File: src/rtl/pgds_pkg.sv
// Shared types and constants of the phase-gated diameter scanner.
package pgds_pkg;

	// Input item operation codes
	typedef enum logic [1:0] {
		OP_START  = 2'd0,
		OP_SAMPLE = 2'd1,
		OP_FINISH = 2'd2,
		OP_STOP   = 2'd3
	} pgds_op_t;

	// Configuration register indexes
	typedef enum logic [2:0] {
		REG_PHASE_SPAN   = 3'd0,
		REG_WEIGHT_CH0   = 3'd1,
		REG_WEIGHT_CH1   = 3'd2,
		REG_MIN_DIAMETER = 3'd3,
		REG_LEN_THRESH   = 3'd4
	} pgds_reg_t;

	// Length level codes
	localparam logic [1:0] LVL_SHORT  = 2'd1;
	localparam logic [1:0] LVL_MEDIUM = 2'd2;
	localparam logic [1:0] LVL_LONG   = 2'd3;

	// Field widths
	localparam int SPAN_W   = 12;
	localparam int WEIGHT_W = 16;
	localparam int MIND_W   = 24;
	localparam int THRESH_W = 11;
	localparam int RUN_W    = 11;
	localparam int PASS_W   = 10;
	localparam int TOTAL_W  = 12;
	localparam int DIAM_W   = 19;
	localparam int PROD_W   = RUN_W + WEIGHT_W;
	localparam int NUM_CH   = 4;

	// Saturation limits
	localparam logic [RUN_W-1:0]  RUN_MAX  = '1;
	localparam logic [PASS_W-1:0] PASS_MAX = '1;

	// Register reset values
	localparam logic [SPAN_W-1:0]   SPAN_RST   = 12'd200;
	localparam logic [WEIGHT_W-1:0] WEIGHT_RST = 16'd256;
	localparam logic [MIND_W-1:0]   MIND_RST   = 24'd256;
	localparam logic [THRESH_W-1:0] THRESH_RST = 11'd5;

	// Per-channel update control
	typedef struct packed {
		logic clr;
		logic upd;
	} pgds_chan_ctl_t;

endpackage

File: src/rtl/pgds_chan.sv
// One sensor channel: current high run length and completed pass count.
module pgds_chan
	import pgds_pkg::*;
(
	input  logic                clk,
	input  logic                arst_n,
	input  pgds_chan_ctl_t      ctl,
	input  logic                beam,
	output logic [RUN_W-1:0]    run_len,
	output logic [PASS_W-1:0]   passes
);

	logic              covered_q;
	logic [RUN_W-1:0]  run_q;
	logic [PASS_W-1:0] pass_q;

	// Clear on start, advance run and pass counters on a taken sample while below the sample limit
	always_ff @(posedge clk or negedge arst_n) begin
		if (!arst_n) begin
			covered_q <= 1'b0;
			run_q     <= '0;
			pass_q    <= '0;
		end else if (ctl.clr) begin
			covered_q <= 1'b0;
			run_q     <= '0;
			pass_q    <= '0;
		end else if (ctl.upd) begin
			if (beam) begin
				covered_q <= 1'b1;
				if (!covered_q)
					run_q <= RUN_W'(1);
				else if (run_q != RUN_MAX)
					run_q <= run_q + RUN_W'(1);
			end else if (covered_q) begin
				covered_q <= 1'b0;
				if (pass_q != PASS_MAX)
					pass_q <= pass_q + PASS_W'(1);
			end
		end
	end

	assign run_len = run_q;
	assign passes  = pass_q;

endmodule

File: src/rtl/phase_gated_diameter_scanner_unit.sv
// Top level of the phase-gated diameter scanner: registers, item pipeline and result register.
//
// The scanner takes one item per clock cycle when the result side keeps up: an item is
// registered on transfer and updates the scan state from stage 1, and a finish item
// passes three register stages (stage 1, stage 2, result register) from input to
// result.
// Only finish items produce a result; the result register frees the pipeline so that
// items keep flowing while a result waits to be taken. A second finish item waits in
// stage 2 while the first result is not taken, and the input stalls only when a third
// finish item reaches stage 1 while both later stages are held.
// Configuration is written over the APB port and must only change while the scanner idles.
module phase_gated_diameter_scanner_unit
	import pgds_pkg::*;
#(
	parameter int SAMPLE_LIMIT = 1024,
	parameter int PHASE_WIDTH  = 12
) (
	input  logic                   clk,
	input  logic                   arst_n,
	// APB configuration port
	input  logic                   psel,
	input  logic                   penable,
	input  logic                   pwrite,
	input  logic [4:0]             paddr,
	input  logic [31:0]            pwdata,
	output logic [31:0]            prdata,
	output logic                   pready,
	// Item channel
	input  logic                   item_valid,
	output logic                   item_ready,
	input  logic [1:0]             operation,
	input  logic [PHASE_WIDTH-1:0] phase,
	input  logic [3:0]             sensors,
	// Result channel
	output logic                   result_valid,
	input  logic                   result_ready,
	output logic [DIAM_W-1:0]      diameter,
	output logic [1:0]             length_level,
	output logic [RUN_W-1:0]       run_len_0,
	output logic [RUN_W-1:0]       run_len_1,
	output logic [RUN_W-1:0]       run_len_2,
	output logic [RUN_W-1:0]       run_len_3,
	output logic [PASS_W-1:0]      objects_0,
	output logic [PASS_W-1:0]      objects_1,
	output logic [PASS_W-1:0]      objects_2,
	output logic [PASS_W-1:0]      objects_3,
	output logic [TOTAL_W-1:0]     objects_total
);

	localparam int SCNT_W = $clog2(SAMPLE_LIMIT + 1);
	localparam int CMP_W  = (PHASE_WIDTH > SPAN_W) ? PHASE_WIDTH : SPAN_W;
	localparam logic [SCNT_W-1:0] LIMIT = SCNT_W'(SAMPLE_LIMIT);

	// ------------------------------------------------------------------
	// Configuration registers
	// ------------------------------------------------------------------
	logic [SPAN_W-1:0]   phase_span_q;
	logic [WEIGHT_W-1:0] weight_ch0_q;
	logic [WEIGHT_W-1:0] weight_ch1_q;
	logic [MIND_W-1:0]   min_diameter_q;
	logic [THRESH_W-1:0] length_threshold_q;
	logic                cfg_wr;
	pgds_reg_t           cfg_idx;

	assign pready  = 1'b1;
	assign cfg_wr  = psel && penable && pwrite;
	assign cfg_idx = pgds_reg_t'(paddr[4:2]);

	// Write a register on the access cycle of a write transfer
	always_ff @(posedge clk or negedge arst_n) begin
		if (!arst_n) begin
			phase_span_q       <= SPAN_RST;
			weight_ch0_q       <= WEIGHT_RST;
			weight_ch1_q       <= WEIGHT_RST;
			min_diameter_q     <= MIND_RST;
			length_threshold_q <= THRESH_RST;
		end else if (cfg_wr) begin
			unique case (cfg_idx)
				REG_PHASE_SPAN:   phase_span_q       <= pwdata[SPAN_W-1:0];
				REG_WEIGHT_CH0:   weight_ch0_q       <= pwdata[WEIGHT_W-1:0];
				REG_WEIGHT_CH1:   weight_ch1_q       <= pwdata[WEIGHT_W-1:0];
				REG_MIN_DIAMETER: min_diameter_q     <= pwdata[MIND_W-1:0];
				REG_LEN_THRESH:   length_threshold_q <= pwdata[THRESH_W-1:0];
				default: ;
			endcase
		end
	end

	// Read back the addressed register
	always_comb begin
		unique case (cfg_idx)
			REG_PHASE_SPAN:   prdata = 32'(phase_span_q);
			REG_WEIGHT_CH0:   prdata = 32'(weight_ch0_q);
			REG_WEIGHT_CH1:   prdata = 32'(weight_ch1_q);
			REG_MIN_DIAMETER: prdata = 32'(min_diameter_q);
			REG_LEN_THRESH:   prdata = 32'(length_threshold_q);
			default:          prdata = '0;
		endcase
	end

	// ------------------------------------------------------------------
	// Pipeline flow control
	// ------------------------------------------------------------------
	logic v_s1, v_s2, res_valid_q;
	logic s1_adv, s1_free, s2_adv, s2_free;
	pgds_op_t               op_s1;
	logic [PHASE_WIDTH-1:0] phase_s1;
	logic [3:0]             sensors_s1;

	assign s2_adv     = v_s2 && (!res_valid_q || result_ready);
	assign s2_free    = !v_s2 || s2_adv;
	assign s1_adv     = v_s1 && ((op_s1 != OP_FINISH) || s2_free);
	assign s1_free    = !v_s1 || s1_adv;
	assign item_ready = s1_free;

	// Hold stage valids; a stage reloads when it empties or moves on
	always_ff @(posedge clk or negedge arst_n) begin
		if (!arst_n) begin
			v_s1        <= 1'b0;
			v_s2        <= 1'b0;
			res_valid_q <= 1'b0;
		end else begin
			if (s1_free)
				v_s1 <= item_valid;
			if (s2_free)
				v_s2 <= s1_adv && (op_s1 == OP_FINISH);
			if (s2_adv)
				res_valid_q <= 1'b1;
			else if (result_ready)
				res_valid_q <= 1'b0;
		end
	end

	// Capture the input item on transfer
	always_ff @(posedge clk) begin
		if (item_valid && s1_free) begin
			op_s1      <= pgds_op_t'(operation);
			phase_s1   <= phase;
			sensors_s1 <= sensors;
		end
	end

	// ------------------------------------------------------------------
	// Scan state update (stage 1)
	// ------------------------------------------------------------------
	logic                   armed_q;
	logic                   phase_seen_q;
	logic [PHASE_WIDTH-1:0] prev_phase_q;
	logic [SCNT_W-1:0]      samples_q;
	logic                   fwd;
	logic                   take;
	logic                   room;
	logic [PHASE_WIDTH-1:0] back_dist;
	pgds_chan_ctl_t         chan_ctl;
	logic [RUN_W-1:0]       run_len  [NUM_CH];
	logic [PASS_W-1:0]      pass_cnt [NUM_CH];

	// Decide whether the phase moves forward, wraps included
	always_comb begin
		back_dist = prev_phase_q - phase_s1;
		if (!phase_seen_q)
			fwd = 1'b1;
		else if (phase_s1 > prev_phase_q)
			fwd = 1'b1;
		else
			fwd = CMP_W'(back_dist) > CMP_W'(phase_span_q >> 1);
	end

	assign take         = s1_adv && (op_s1 == OP_SAMPLE) && armed_q && fwd;
	assign room         = samples_q < LIMIT;
	assign chan_ctl.clr = s1_adv && (op_s1 == OP_START);
	assign chan_ctl.upd = take && room;

	// Arm, disarm and track phase and sample count
	always_ff @(posedge clk or negedge arst_n) begin
		if (!arst_n) begin
			armed_q      <= 1'b0;
			phase_seen_q <= 1'b0;
			prev_phase_q <= '0;
			samples_q    <= '0;
		end else if (s1_adv) begin
			unique case (op_s1)
				OP_START: begin
					armed_q      <= 1'b1;
					phase_seen_q <= 1'b0;
					prev_phase_q <= '0;
					samples_q    <= '0;
				end
				OP_SAMPLE: begin
					if (take) begin
						phase_seen_q <= 1'b1;
						prev_phase_q <= phase_s1;
						if (room)
							samples_q <= samples_q + SCNT_W'(1);
					end
				end
				OP_FINISH, OP_STOP: begin
					armed_q <= 1'b0;
				end
			endcase
		end
	end

	for (genvar c = 0; c < NUM_CH; c++) begin : g_chan
		pgds_chan u_chan (
			.clk     (clk),
			.arst_n  (arst_n),
			.ctl     (chan_ctl),
			.beam    (sensors_s1[c]),
			.run_len (run_len[c]),
			.passes  (pass_cnt[c])
		);
	end

	// ------------------------------------------------------------------
	// Weighting and level (stage 1 to stage 2)
	// ------------------------------------------------------------------
	logic [1:0]        level;
	logic [PROD_W-1:0] p0_s2, p1_s2;
	logic [1:0]        level_s2;
	logic [RUN_W-1:0]  run_s2  [NUM_CH];
	logic [PASS_W-1:0] pass_s2 [NUM_CH];

	// Grade the length level from channels 3 and 2 against the length threshold, channel 3 first
	always_comb begin
		priority if (run_len[3] >= length_threshold_q)
			level = LVL_LONG;
		else if (run_len[2] >= length_threshold_q)
			level = LVL_MEDIUM;
		else
			level = LVL_SHORT;
	end

	// Latch the finish snapshot and weighted run lengths
	always_ff @(posedge clk) begin
		if (s2_free && s1_adv && (op_s1 == OP_FINISH)) begin
			p0_s2    <= PROD_W'(run_len[0]) * PROD_W'(weight_ch0_q);
			p1_s2    <= PROD_W'(run_len[1]) * PROD_W'(weight_ch1_q);
			level_s2 <= level;
			run_s2   <= run_len;
			pass_s2  <= pass_cnt;
		end
	end

	// ------------------------------------------------------------------
	// Diameter and totals (stage 2 to result register)
	// ------------------------------------------------------------------
	logic                  keep0, keep1;
	logic [PROD_W:0]       sum_both, sum0, sum1;
	logic [DIAM_W-1:0]     diam;
	logic [TOTAL_W-1:0]    total;

	assign keep0    = p0_s2 >= PROD_W'(min_diameter_q);
	assign keep1    = p1_s2 >= PROD_W'(min_diameter_q);
	assign sum_both = (PROD_W+1)'(p0_s2) + (PROD_W+1)'(p1_s2) + (PROD_W+1)'(256);
	assign sum0     = (PROD_W+1)'(p0_s2) + (PROD_W+1)'(128);
	assign sum1     = (PROD_W+1)'(p1_s2) + (PROD_W+1)'(128);

	// Round one kept product, or the average of both; zero when neither is kept
	always_comb begin
		priority if (keep0 && keep1)
			diam = sum_both[DIAM_W+8:9];
		else if (keep0)
			diam = sum0[DIAM_W+7:8];
		else if (keep1)
			diam = sum1[DIAM_W+7:8];
		else
			diam = '0;
	end

	assign total = TOTAL_W'(pass_s2[0]) + TOTAL_W'(pass_s2[1])
		+ TOTAL_W'(pass_s2[2]) + TOTAL_W'(pass_s2[3]);

	logic [DIAM_W-1:0]  diameter_q;
	logic [1:0]         level_q;
	logic [RUN_W-1:0]   run_q   [NUM_CH];
	logic [PASS_W-1:0]  pass_q  [NUM_CH];
	logic [TOTAL_W-1:0] total_q;

	// Load the result register when stage 2 moves on
	always_ff @(posedge clk) begin
		if (s2_adv) begin
			diameter_q <= diam;
			level_q    <= level_s2;
			run_q      <= run_s2;
			pass_q     <= pass_s2;
			total_q    <= total;
		end
	end

	assign result_valid  = res_valid_q;
	assign diameter      = diameter_q;
	assign length_level  = level_q;
	assign run_len_0     = run_q[0];
	assign run_len_1     = run_q[1];
	assign run_len_2     = run_q[2];
	assign run_len_3     = run_q[3];
	assign objects_0     = pass_q[0];
	assign objects_1     = pass_q[1];
	assign objects_2     = pass_q[2];
	assign objects_3     = pass_q[3];
	assign objects_total = total_q;

endmodule
File: config.mk
export PLATFORM = sky130hd
export DESIGN_NAME = phase_gated_diameter_scanner_unit
export DESIGN_NICKNAME = d
export VERILOG_FILES = /design/src/rtl/pgds_pkg.sv /design/src/rtl/pgds_chan.sv /design/src/rtl/phase_gated_diameter_scanner_unit.sv
export SDC_FILE = /design/constraint.sdc
export NUM_CORES = 2
export LEC_CHECK = 0
export BUFFER_PORTS_ARGS = -buffer_cell sky130_fd_sc_hd__buf_4
export CAP_MARGIN = 20
export CORE_MARGIN = 8
export CORE_UTILIZATION = 32
export CTS_CLUSTER_SIZE = 12
export DETAILED_ROUTE_END_ITERATION = 8
export SYNTH_ARGS = -nofsm -noshare
export SYNTH_HDL_FRONTEND = slang
export SYNTH_SLANG_ARGS = --single-unit
File: constraint.sdc
create_clock -name clk -period 14.44 [get_ports clk]
set_clock_uncertainty 0.1 [all_clocks]
set_input_delay 2.888 -clock clk [delete_from_list [all_inputs] [get_ports clk]]
set_output_delay 2.888 -clock clk [all_outputs]
set_load 0.03 [all_outputs]
==> impl_metrics.yaml <==
outcome:
  status: "finished clean"
layout:
  final-seq-area_sq_um: 13150
  design_area_sq_um: 39240
  stdcell_count: 4853
  fillers: 10670
  drive_above_1_share_pct: 12.18
  final_nets: 4027
  area_growth_pct: 13.27
  multi_input_area_sq_um: 19490
placed_design:
  portBuffers: 194
  dp_cells: 4744
  place_hpwl_microns: 69040
  place_area_sq_um: 37470
  post-place-ws_ns: 6.764
  gp_congestion: 0.8449
drt:
  wl_per_cell_microns: 18.65
  drt-initial-drc-count: 1611
  wl_microns: 90520
  ant_nets: 0
  num_vias: 24350
  drt-pass1-iter-count: 6
  drc_errors: 0
  routed_via_density: 5.018
timing:
  fin_ws_ns: 6.699
  post-route-min-period_ns: 7.741
  grt_setup_unrepaired: "no"
  slew_headroom_pct: 29.42
  setup_viol: 0
  finalSetupTns_ns: 0
  worst_pin_slew_ns: 1.059
  hold_viol_final: 0
  fmax_mhz: 129.2
  period_share_pct: 53.60
  slew_violations: 0
yosys:
  ys_seq_area_share_pct: 37.95
  syn_inst: 3262
  synth_area_leaders: "edfxtp_1 (24%), fa_1 (16%), dfrtp_1 (14%)"
  async_flop_share_pct: 41.49
  synthDistinctLibCells: 84
  synth_top_area_share_pct: 23.84
  synth_edf_count: 275
  ys.flop_type: "edfxtp_1"
  syn_area_per_cell_sq_um: 10.62
  synth.largest_area_cell: "edfxtp_1"
  yosys_warnings: 0
  ys_ff_latch: 470
  syn_area_sq_um: 34640
power_and_ir_drop:
  clkPwrFrac_pct: 37.1
  switching_power_w: 0.001061
  sw_frac_of_total_pct: 29.79
  ir_drop_uv: 95.35
  power_leakage_nw: 18.07
  powerDensity_nw_per_um2: 90.78
  power_frac_comb_pct: 16.4
  p_seq_share_pct: 46.5
  intPower_w: 0.002501
clocking:
  cts_tree: "built"
  numCtsBuffers: 52
  cts-root-buf: "clkbuf_16"
  htree_levels: 2
  ctsHoldBuffers: 0
  clk_pin_slew_ns: 0.06
  cts_resized: 0
  clkLatencyLatePin_ns: 0.61
  clockBufferDepth: 3
  cts.sinks: 470
  post_cts_buffers: 0
global_route:
  grt-ovfl-total: 0
  grt_pass1_wl_microns: 143300
  grt_max_degree: 74
  grt_pass1_vias: 24190
  grt_use_total_pct: 14.92
  antenna_found_initial: 14
die:
  fp.dieH_microns: 345.0
  start_util_pct: 32.32
  fp.dieW_microns: 345.0
  core_area_sq_um: 107200
  die_area_sq_um: 119000
  ios: 214
  rows: 120
critical_path:
  start_kind: "input port"
  cp.required_ns: 11.45
  worstSetupPathType: "in -> out"
  crit_fanout: 33
  end_kind: "output port"
  crit_arrival_ns: 4.75
job:
  cap_violations: 0
hold_path:
  worstHoldPathType: "reg -> reg"
-- synth_stat cells, types with 9 or more instances --
library cell and count:
buf_4 11, a211oi_1 16, mux2_2 60, nor3_1 31, and2_1 182, o22ai_1 23, nand2_1 344, or2_2 16
a21o_1 51, ha_1 296, a21oi_1 117, o211ai_1 9, clkbuf_1 109, a31o_2 16, nand4_1 21, buf_2 11
dfrtp_1 187, or3_1 10, fa_1 271, mux2i_1 41, nor2b_1 31, edfxtp_1 275, o21a_1 16, a22o_1 19
and3_1 60, xor2_1 33, nor2_1 147, xnor2_1 72, o31ai_1 11, nand3_1 68, nand2b_1 24, o21ai_0 109
a31oi_1 37, a221o_1 17, inv_1 393
-- path summary, 6_finish.rpt --
path,slack [ns],to,startpoint,cells past startpoint
worst max-delay path,6.70,prdata[4],paddr[3],5
worst min-delay path,0.32,run_len_3[2],run_s2[2],0
worst max register to register,8.22,p1_s2[21],g_chan[1].u_chan.run_len[4],17
worst min register to register,0.32,run_len_3[2],run_s2[2],0
max in group asynchronous,10.05,weight_ch0_q[15],arst_n,4
min in group asynchronous,2.17,g_chan[2].u_chan.passes[3],arst_n,1
-- registers in the layout, indices dropped and copies added (netlist names), 11 cells and up --
signal	flops
g_chan.u_chan.run_len	44
weight_ch1_q	16
diameter	19
run_len_1	11
objects_total	12
weight_ch0_q	16
min_diameter_q	24
samples_q	11
pass_s2	40
phase_s1	12
run_len_3	11
prev_phase_q	12
g_chan.u_chan.passes	40
length_threshold_q	11
run_len_2	11
run_len_0	11
p1_s2	27
phase_span_q	12
p0_s2	27
run_s2	44
-- layout by cell type (no fill, tap or decap), types with 10 or more instances in the layout --
master     synthesis  final
xnor2_1           72     72
fa_1             271    271
a221o_1           17     17
nor2b_1           31     30
ha_1             296    296
or3_1             10     10
a22o_1            19     19
a31o_2            16     16
nand2b_1          24     24
and2_1           182    180
a21o_1            51     51
clkinv_2           0     10
o21ai_0          109    109
inv_1            393    393
a21oi_1          117    117
o21a_1            16     16
mux2_2            60     60
a31oi_1           37     37
mux2i_1           41     41
xor2_1            33     33
nand4_1           21     21
or2_2             16     16
edfxtp_1         275    275
nor2_1           147    146
dfrtp_1          187    187
nor3_1            31     31
and3_1            60     59
clkbuf_16          0     52
buf_4             11    210
a211oi_1          16     16
nand2_1          344    344
o22ai_1           23     23
clkbuf_1         109     17
nand3_1           68     68
o31ai_1           11     11
-- power groups by stage --
stage               clock, W  sequential [W]  combinational, W
global placement           0         0.00168          0.000571
global route         0.00141         0.00167          0.000649
detailed placement         0         0.00168          0.000582
floorplan                  0         0.00161          0.000404
finish               0.00132         0.00166          0.000584
CTS                  0.00136         0.00166          0.000586
-- critical path, stage by stage --
cell and delay [ns]:
buf_4 0.26, nor2b_1 0.67, a21oi_1 0.17, o22ai_1 0.47, buf_4 0.26
-- logic make-up (layout without fill, tap and decap cells) --
family / Yosys count / count (layout) / synth area share (%)
and+or+nand+nor: 962 / 962 / 13.62
adders and majority gates: 567 / 567 / 26.35
buffers and inverters: 534 / 706 / 5.945
AOI/OAI and AO/OA: 517 / 517 / 10.05
DFF: 470 / 470 / 37.95
xor gates and xnor gates: 107 / 107 / 2.814
muxes: 103 / 103 / 3.243
other: 2 / 18 / 0.02168
-- stage by stage --
stage	hold slack, ns	util, %	power, W
after global placement	0.3011	34.95	0.002253
final	0.3167	36.60	0.003562
after detailed placement	0.3045	34.95	0.002265
after global routing	0.3215	36.59	0.003731
after floorplan	0.3003	-	0.002014
after CTS	0.3170	36.53	0.003607
-- area by class of cell --
class / count / share of cell area (%)
Antenna cell: 9 / 0.05739
Inverter: 395 / 3.778
Multi-Input combinational cell: 2265 / 49.67
Tap cell: 1403 / 4.473
Clock inverter: 21 / 0.5867
Timing Repair Buffer: 214 / 4.202
Clock buffer: 76 / 3.724
Sequential cell: 470 / 33.50
-- routing by layer --
layer	up-vias	GRT usage [%]	wire (microns)	part of all wire [%]
met4	8	3.175	1830	2.0
met5	-	0	55	0.061
li1	11400	-	-	-
met2	587	22.57	39310	43
met3	116	2.885	5213	5.8
met1	12240	22.06	44120	49
No activity file was read; power rests on OpenSTA's default activity.
